**src/sv/chr_pkg.sv**
```systemverilog
// ----------------------------------------------------------------------------
// Consistent hash ring package
// Shared sizes, operation and status codes, and the cell control structs.
// ----------------------------------------------------------------------------
package chr_pkg;

  localparam int RING_ENTRIES = 16;
  localparam int IDENT_BITS   = 8;
  localparam int COUNT_W      = $clog2(RING_ENTRIES + 1);

  localparam int HASH_W   = 32;
  localparam int NODE_W   = 8;
  localparam int USED_W   = 5;
  localparam int FUNC_W   = 2;
  localparam int STATUS_W = 2;

  typedef enum logic [FUNC_W-1:0] {
    FN_ADD    = 2'd0,
    FN_REMOVE = 2'd1,
    FN_LOOKUP = 2'd2
  } chr_func_e;

  typedef enum logic [STATUS_W-1:0] {
    ST_OK        = 2'd0,
    ST_FULL      = 2'd1,
    ST_NOT_FOUND = 2'd2,
    ST_EMPTY     = 2'd3
  } chr_status_e;

  // Broadcast to every cell for the current transfer.
  typedef struct packed {
    logic                  add_en;
    logic                  rem_en;
    logic [HASH_W-1:0]     node_hash;
    logic [IDENT_BITS-1:0] node_ident;
    logic [HASH_W-1:0]     lookup_key;
  } chr_cmd_t;

  // Flags handed from one cell to its right neighbor.
  typedef struct packed {
    logic le;    // occupied entry with hash <= node hash
    logic seen;  // identifier match at this cell or any cell to the left
    logic ge;    // occupied entry with hash >= key hash
  } chr_link_t;

endpackage

```
**src/sv/consistent_hash_ring.sv**
```systemverilog
// Consistent hash ring: a row of RING_ENTRIES cells keeps the ring sorted by
// hash. Every cell compares its entry against the incoming transfer at once,
// so an add, remove or lookup is handled by one compare and shift across the
// cell row, and the block takes one transfer per cycle while the master side
// takes its results; the result is registered and appears on the master side
// the cycle after acceptance. The output register decouples the two sides: a
// new transfer is accepted whenever the result register is empty or is being
// taken in the same cycle. No clearing pass is needed after reset.
// ----------------------------------------------------------------------------
// Consistent hash ring top level
// Cell row, lookup selection, entry count and registered result.
// ----------------------------------------------------------------------------
module consistent_hash_ring import chr_pkg::*; (
  input  logic                     clk_i,
  input  logic                     rst_ni,
  input  logic                     s_axis_tvalid,
  output logic                     s_axis_tready,
  // func
  input  logic [FUNC_W-1:0]        s_axis_tuser,
  // node_hash[31:0], node_ident[39:32], lookup_key[71:40]
  input  logic [71:0]              s_axis_tdata,
  output logic                     m_axis_tvalid,
  input  logic                     m_axis_tready,
  // status
  output logic [STATUS_W-1:0]      m_axis_tuser,
  // primary_node[7:0], primary_valid[8], secondary_node[16:9],
  // secondary_valid[17], entries_used[22:18], zero fill[23]
  output logic [23:0]              m_axis_tdata
);

  localparam int N = RING_ENTRIES;

  logic                  accept;
  chr_func_e             func;
  chr_cmd_t              cmd;
  logic [COUNT_W-1:0]    total_q, total_d;
  logic                  full, empty, found;

  logic [N-1:0]          occ, occ_next, first, prim_oh, sec_oh;
  logic                  wrap_sec;
  logic [HASH_W-1:0]     hash_w [N];
  logic [IDENT_BITS-1:0] node_w [N];
  chr_link_t             link_w [N];
  logic [IDENT_BITS-1:0] prim_node, sec_node;

  chr_status_e           status_d, status_q;
  logic [NODE_W-1:0]     pn_d, sn_d, pn_q, sn_q;
  logic                  pv_d, sv_d, pv_q, sv_q;
  logic [USED_W-1:0]     used_q;
  logic                  out_valid_q;

  assign s_axis_tready = !out_valid_q || m_axis_tready;
  assign accept        = s_axis_tvalid && s_axis_tready;
  assign func          = chr_func_e'(s_axis_tuser);

  assign full  = (total_q == COUNT_W'(N));
  assign empty = (total_q == '0);

  always_comb begin
    cmd.add_en     = accept && (func == FN_ADD) && !full;
    cmd.rem_en     = accept && (func == FN_REMOVE);
    cmd.node_hash  = s_axis_tdata[31:0];
    cmd.node_ident = IDENT_BITS'(s_axis_tdata[39:32]);
    cmd.lookup_key = s_axis_tdata[71:40];
  end

  for (genvar i = 0; i < N; i++) begin : g_cell
    logic [HASH_W-1:0]     lh, rh;
    logic [IDENT_BITS-1:0] ln, rn;
    chr_link_t             ll;

    assign occ[i] = (COUNT_W'(i) < total_q);

    if (i == 0) begin : g_head
      assign lh = hash_w[0];
      assign ln = node_w[0];
      // a new entry lands in cell 0 when no entry has a lower or equal hash
      assign ll = '{le: 1'b1, seen: 1'b0, ge: 1'b0};
    end else begin : g_body
      assign lh = hash_w[i-1];
      assign ln = node_w[i-1];
      assign ll = link_w[i-1];
    end

    if (i == N - 1) begin : g_tail
      assign rh          = hash_w[i];
      assign rn          = node_w[i];
      assign occ_next[i] = 1'b0;
    end else begin : g_mid
      assign rh          = hash_w[i+1];
      assign rn          = node_w[i+1];
      assign occ_next[i] = occ[i+1];
    end

    chr_cell u_cell (
      .clk_i        (clk_i),
      .cmd_i        (cmd),
      .occ_i        (occ[i]),
      .left_hash_i  (lh),
      .left_node_i  (ln),
      .left_link_i  (ll),
      .right_hash_i (rh),
      .right_node_i (rn),
      .hash_o       (hash_w[i]),
      .node_o       (node_w[i]),
      .link_o       (link_w[i]),
      .first_o      (first[i])
    );
  end

  assign found = link_w[N-1].seen;

  // Wrap to entry 0 when no entry reaches the key; secondary follows primary.
  always_comb begin
    prim_oh   = (|first) ? first : N'(1);
    wrap_sec  = |(prim_oh & ~occ_next);
    sec_oh    = ((prim_oh << 1) & occ) | (wrap_sec ? N'(1) : '0);
    prim_node = '0;
    sec_node  = '0;
    for (int i = 0; i < N; i++) begin
      prim_node = prim_node | (prim_oh[i] ? node_w[i] : '0);
      sec_node  = sec_node  | (sec_oh[i]  ? node_w[i] : '0);
    end
  end

  always_comb begin
    total_d  = total_q;
    status_d = ST_OK;
    pn_d     = '0;
    pv_d     = 1'b0;
    sn_d     = '0;
    sv_d     = 1'b0;
    case (func)
      FN_ADD: begin
        if (full) begin
          status_d = ST_FULL;
        end else begin
          total_d = total_q + COUNT_W'(1);
        end
      end
      FN_REMOVE: begin
        if (found) begin
          total_d = total_q - COUNT_W'(1);
        end else begin
          status_d = ST_NOT_FOUND;
        end
      end
      FN_LOOKUP: begin
        if (empty) begin
          status_d = ST_EMPTY;
        end else begin
          pn_d = NODE_W'(prim_node);
          pv_d = 1'b1;
          if (total_q >= COUNT_W'(2)) begin
            sn_d = NODE_W'(sec_node);
            sv_d = 1'b1;
          end
        end
      end
      default: ;
    endcase
  end

  always_ff @(posedge clk_i or negedge rst_ni) begin
    if (!rst_ni) begin
      total_q     <= '0;
      out_valid_q <= 1'b0;
    end else begin
      if (accept) begin
        total_q     <= total_d;
        out_valid_q <= 1'b1;
      end else if (m_axis_tready) begin
        out_valid_q <= 1'b0;
      end
    end
  end

  always_ff @(posedge clk_i) begin
    if (accept) begin
      status_q <= status_d;
      pn_q     <= pn_d;
      pv_q     <= pv_d;
      sn_q     <= sn_d;
      sv_q     <= sv_d;
      used_q   <= USED_W'(total_d);
    end
  end

  assign m_axis_tvalid = out_valid_q;
  assign m_axis_tuser  = status_q;
  assign m_axis_tdata  = {1'b0, used_q, sv_q, sn_q, pv_q, pn_q};

  a_count_bound : assert property (@(posedge clk_i) disable iff (!rst_ni)
    total_q <= COUNT_W'(N))
    else $error("entry count exceeds ring size");

  a_add_grows : assert property (@(posedge clk_i) disable iff (!rst_ni)
    accept && (s_axis_tuser == FN_ADD) && !full |=> total_q == $past(total_q) + COUNT_W'(1))
    else $error("add did not grow the ring");

  a_first_unique : assert property (@(posedge clk_i) disable iff (!rst_ni)
    $onehot0(first))
    else $error("more than one lookup hit");

  a_result_follows : assert property (@(posedge clk_i) disable iff (!rst_ni)
    accept |=> m_axis_tvalid)
    else $error("accepted transfer left no result");

  a_lookup_hit : assert property (@(posedge clk_i) disable iff (!rst_ni)
    accept && (s_axis_tuser == FN_LOOKUP) && !empty |=> pv_q && (status_q == ST_OK))
    else $error("lookup on a populated ring found no primary");

endmodule

```
**src/sv/chr_cell.sv**
```systemverilog
// ----------------------------------------------------------------------------
// Consistent hash ring cell
// Holds one ring entry, compares it against the current command and shifts
// in from its left neighbor on insert or from its right neighbor on removal.
// ----------------------------------------------------------------------------
module chr_cell import chr_pkg::*; (
  input  logic                  clk_i,
  input  chr_cmd_t              cmd_i,
  input  logic                  occ_i,
  input  logic [HASH_W-1:0]     left_hash_i,
  input  logic [IDENT_BITS-1:0] left_node_i,
  input  chr_link_t             left_link_i,
  input  logic [HASH_W-1:0]     right_hash_i,
  input  logic [IDENT_BITS-1:0] right_node_i,
  output logic [HASH_W-1:0]     hash_o,
  output logic [IDENT_BITS-1:0] node_o,
  output chr_link_t             link_o,
  output logic                  first_o
);

  logic [HASH_W-1:0]     hash_q;
  logic [IDENT_BITS-1:0] node_q;
  logic [HASH_W-1:0]     hash_d;
  logic [IDENT_BITS-1:0] node_d;

  always_comb begin
    link_o.le   = occ_i && (hash_q <= cmd_i.node_hash);
    link_o.seen = left_link_i.seen || (occ_i && (node_q == cmd_i.node_ident));
    link_o.ge   = occ_i && (hash_q >= cmd_i.lookup_key);
    first_o     = link_o.ge && !left_link_i.ge;
  end

  always_comb begin
    hash_d = hash_q;
    node_d = node_q;
    if (cmd_i.add_en && !link_o.le) begin
      // insert point sits right after the last entry with hash <= new hash
      if (left_link_i.le) begin
        hash_d = cmd_i.node_hash;
        node_d = cmd_i.node_ident;
      end else begin
        hash_d = left_hash_i;
        node_d = left_node_i;
      end
    end else if (cmd_i.rem_en && link_o.seen) begin
      // close the gap from the first match onward
      hash_d = right_hash_i;
      node_d = right_node_i;
    end
  end

  always_ff @(posedge clk_i) begin
    hash_q <= hash_d;
    node_q <= node_d;
  end

  assign hash_o = hash_q;
  assign node_o = node_q;

endmodule
```
**config.mk**
```make
export PLATFORM = sky130hd
export DESIGN_NAME = consistent_hash_ring
export DESIGN_NICKNAME = d
export VERILOG_FILES = /design/src/sv/chr_pkg.sv /design/src/sv/consistent_hash_ring.sv /design/src/sv/chr_cell.sv
export SDC_FILE = /design/constraint.sdc
export NUM_CORES = 2
export LEC_CHECK = 0
export ABC_AREA = 1
export BUFFER_PORTS_ARGS = -buffer_cell sky130_fd_sc_hd__buf_4
export CORE_MARGIN = 2
export CORE_UTILIZATION = 45
export CTS_CLUSTER_SIZE = 10
export DETAILED_ROUTE_END_ITERATION = 10
export PLACE_DENSITY = 0.59
export SETUP_SLACK_MARGIN = 0.1
export SLEW_MARGIN = 20
export SYNTH_ARGS = -nofsm -noshare
export SYNTH_HDL_FRONTEND = slang
export SYNTH_SLANG_ARGS = --single-unit
```
**constraint.sdc**
```tcl
create_clock -name clk_i -period 6.22 [get_ports clk_i]
set_input_delay 1.244 -clock clk_i [delete_from_list [all_inputs] [get_ports clk_i]]
set_output_delay 1.244 -clock clk_i [all_outputs]
set_load 0.02 [all_outputs]
```
==> flow_metrics.py <==
metrics = {
    "sta": {
        "period_share": 0.9306,
        "setup_viol_count_final": 0,
        "tightest_slew_ps": 1095,
        "finClkSkew_ps": 31.27,
        "fmax_ghz": 0.1728,
        "tns_ps": 0,
        "hold_viol_final": 0,
        "fin_crit_ps": 5788,
        "max_slew_margin": 0.2629,
        "holdWs_ps": 345.9,
        "grt_setup_unrepaired": "false",
        "slew_violations": 0,
    },
    "logic_synthesis": {
        "ys.flop_type": "edfxtp_1",
        "ys_seq_area_frac": 0.3374,
        "ys_ff_latch": 671,
        "syn_area_per_cell_um2": 7.914,
        "yosysWarnings": 0,
        "synth_cell_types": 59,
        "synthesis.nets": 8639,
        "syn_area_um2": 59620,
        "syn_inst": 7534,
        "async_flop_share": 0.008942,
        "synth-edff-count": 665,
    },
    "setup_path": {
        "cp.arrival_ps": 6240,
        "critical_path_class": "input pin to flip-flop",
        "timing.critical_path.buf_inv": 5,
        "crit_chain": "buf_4 > inv_1 > buf_4 > ha_1 > nand2_1 > nor4_2 > inv_1 > nor4_1 > o21ai_0 > o2111ai_1 > a21oi_4 > nor2_4 > buf_4 > o21ai_0 > a21oi_1 > a21oi_1",
        "crit_top_cell": "buf_4",
        "path_delay_family": "simple AND/OR/NAND/NOR gates",
        "cp.required_ps": 6670,
        "crit_path_start_kind": "input pin",
        "max_stage_delay_ps": 840,
        "cp_slowest_cell": "nor4_1",
        "end_kind": "flip-flop",
        "worstPathMaxFanout": 16,
    },
    "status": {
        "run_status": "finished, final reports clean",
    },
    "power": {
        "finalPower_w": 0.01752,
        "ir_drop_v": 0.0002317,
        "power_density_nw_per_um2": 260.1,
        "p_leak_nw": 29.96,
    },
    "placement": {
        "postPlaceCellArea_um2": 64790,
        "place_inst": 9411,
        "portBuffers": 104,
        "place_hpwl_um": 220500,
        "gp_congestion": 1.069,
    },
    "clock_tree": {
        "cts.path.max_buffers": 3,
        "cts_max_level": 3,
        "cts_tree": "built",
        "cts_hold_buf": 0,
        "clkSlewWorstSetupHoldPaths_ps": 60,
        "cts_buffers": 87,
        "cts_resized": 0,
        "clk_latency_ps": 720,
        "post_cts_buffers": 0,
        "cts_root_buffer": "clkbuf_16",
        "clock_sinks": 671,
    },
    "floorplan": {
        "die-area_um2": 135400,
        "die_w_um": 368.0,
        "start_util": 0.4535,
        "ios": 106,
        "num_rows": 133,
        "coreArea_um2": 131500,
        "die_height_um": 368.0,
    },
    "layout": {
        "area_growth_pct": 12.98,
        "nNetsFinal": 8850,
        "final_cell_area_um2": 67360,
        "drive_gt1_frac": 0.08623,
        "layout_commonest_cell": "nand2_1",
        "final_cells": 9565,
        "layout_common_cells": "1683 x nand2_1, 1027 x ha_1, 934 x a21oi_1",
    },
    "drt": {
        "avgRoutedWirePerCell_um": 30.81,
        "drc_errors": 0,
        "viasPerCell": 6.408,
        "ant_nets": 0,
        "first_pass_iters": 8,
        "via_count": 61288,
        "wl_um": 294700,
        "drt_iter0_markers": 8965,
    },
    "global_routing": {
        "grt_overflow": 0,
        "grt_pass1_wl_um": 412500,
        "use_met2": 0.6140,
        "met3_usage": 0.1071,
        "grtUsageMet1": 0.5754,
        "antenna_found_initial": 12,
        "grt_most_used_layer": "met2",
        "grt_usage": 0.4234,
        "grt_pass1_vias": 57214,
        "grt_start_max_net_pins": 113,
    },
    "job": {
        "cap_violations": 0,
    },
    "hold_path": {
        "hold_class": "input pin to async pin",
    },
}
## report_power, final
| group | internal [W] | switching (W) | total, W |
|---|---|---|---|
| clock | 0.00266 | 0.00219 | 0.00485 |
| combinational | 0.00187 | 0.00500 | 0.00687 |
| sequential | 0.00541 | 0.000389 | 0.00580 |
## layout make-up
| cell class | instances | area, µm² |
|---|---|---|
| well taps | 1755 | 2196 |
| flip-flops and latches | 671 | 20120 |
| repair buffers | 450 | 3954 |
| inverters | 535 | 2013 |
| multi-input cells | 6000 | 36510 |
| clock buffers | 111 | 2371 |
| clock inverters | 38 | 185.2 |
| diodes | 5 | 12.51 |
| fillers | 12788 | 64100 |
## metrics by stage
| step | worst slack, ps | util |
|---|---|---|
| detailed placement | -316.1 | 0.4928 |
| CTS | 407.7 | 0.5123 |
| finish | 431.6 | 0.5124 |
| global route | 517.1 | 0.5123 |
| floorplan | 332.4 | - |
| global placement | -398.1 | 0.4927 |
## synth_stat cells, types with 31 or more instances
| cell | number | share of area |
|---|---|---|
| edfxtp_1 | 665 | 0.33 |
| nand2_1 | 1707 | 0.11 |
| inv_1 | 512 | 0.032 |
| nand4_1 | 148 | 0.016 |
| nor2_1 | 657 | 0.041 |
| ha_1 | 1027 | 0.22 |
| nand3_1 | 135 | 0.011 |
| o22ai_1 | 86 | 0.0090 |
| nor3_1 | 40 | 0.0034 |
| buf_2 | 31 | 0.0026 |
| o31ai_1 | 35 | 0.0044 |
| clkbuf_1 | 277 | 0.017 |
| o211ai_1 | 34 | 0.0043 |
| o21ai_0 | 850 | 0.071 |
| nor4_1 | 41 | 0.0043 |
| xor2_1 | 33 | 0.0048 |
| a21oi_1 | 937 | 0.079 |
## sequential cells by signal, indices dropped and copies added (netlist names)
| signal | cells |
|---|---|
| used_q | 5 |
| sv_q | 1 |
| m_axis_tuser | 2 |
| pn_q | 8 |
| total_q | 5 |
| m_axis_tvalid | 1 |
| g_cell.u_cell.hash_o | 512 |
| sn_q | 8 |
| g_cell.u_cell.node_o | 128 |
| pv_q | 1 |
## final timing paths
kind	from	end	slack [ps]	cells past startpoint
min reg2reg	m_axis_tvalid	m_axis_tvalid	550	2
max in group asynchronous	rst_ni	total_q[1]	5750	1
max reg2reg	g_cell[9].u_cell.hash_o[30]	g_cell[9].u_cell.hash_o[3]	1340	13
max	s_axis_tdata[27]	g_cell[8].u_cell.node_o[0]	430	16
min	rst_ni	m_axis_tvalid	350	1
min in group clk_i	m_axis_tvalid	m_axis_tvalid	550	2
## cells by family (layout without fill, tap and decap cells)
family	Yosys count	after routing	share of synthesized area
AND/OR/NAND/NOR	2765	2765	0.1893
XOR/XNOR	56	56	0.008226
AO/OA/AOI/OAI	2151	2151	0.1939
flip-flops	671	671	0.3374
buffers and inverters	863	1134	0.05559
adder cells (fa/ha/maj)	1027	1027	0.2155
other	1	6	0.00006289
## per-layer routing
layer | share of wire | vias up | wire, µm
met2 | 0.41 | 4181 | 120600
li1 | - | 27167 | -
met5 | 0.00042 | - | 123
met1 | 0.40 | 29281 | 116800
met4 | 0.063 | 6 | 18480
met3 | 0.13 | 653 | 38700
## worst reg2reg max path, cell delays in order (launching register included)
cell and delay, ps:
edfxtp_1 530, ha_1 370, nand4_1 130, nor3_1 810, inv_1 150, nor4_2 650
o21ai_1 140, a22o_1 330, nand2_2 150, inv_2 60, nor2_4 440, inv_1 150
nand2_2 100, buf_4 410
Note: power is estimated with default switching activity, not from simulation.
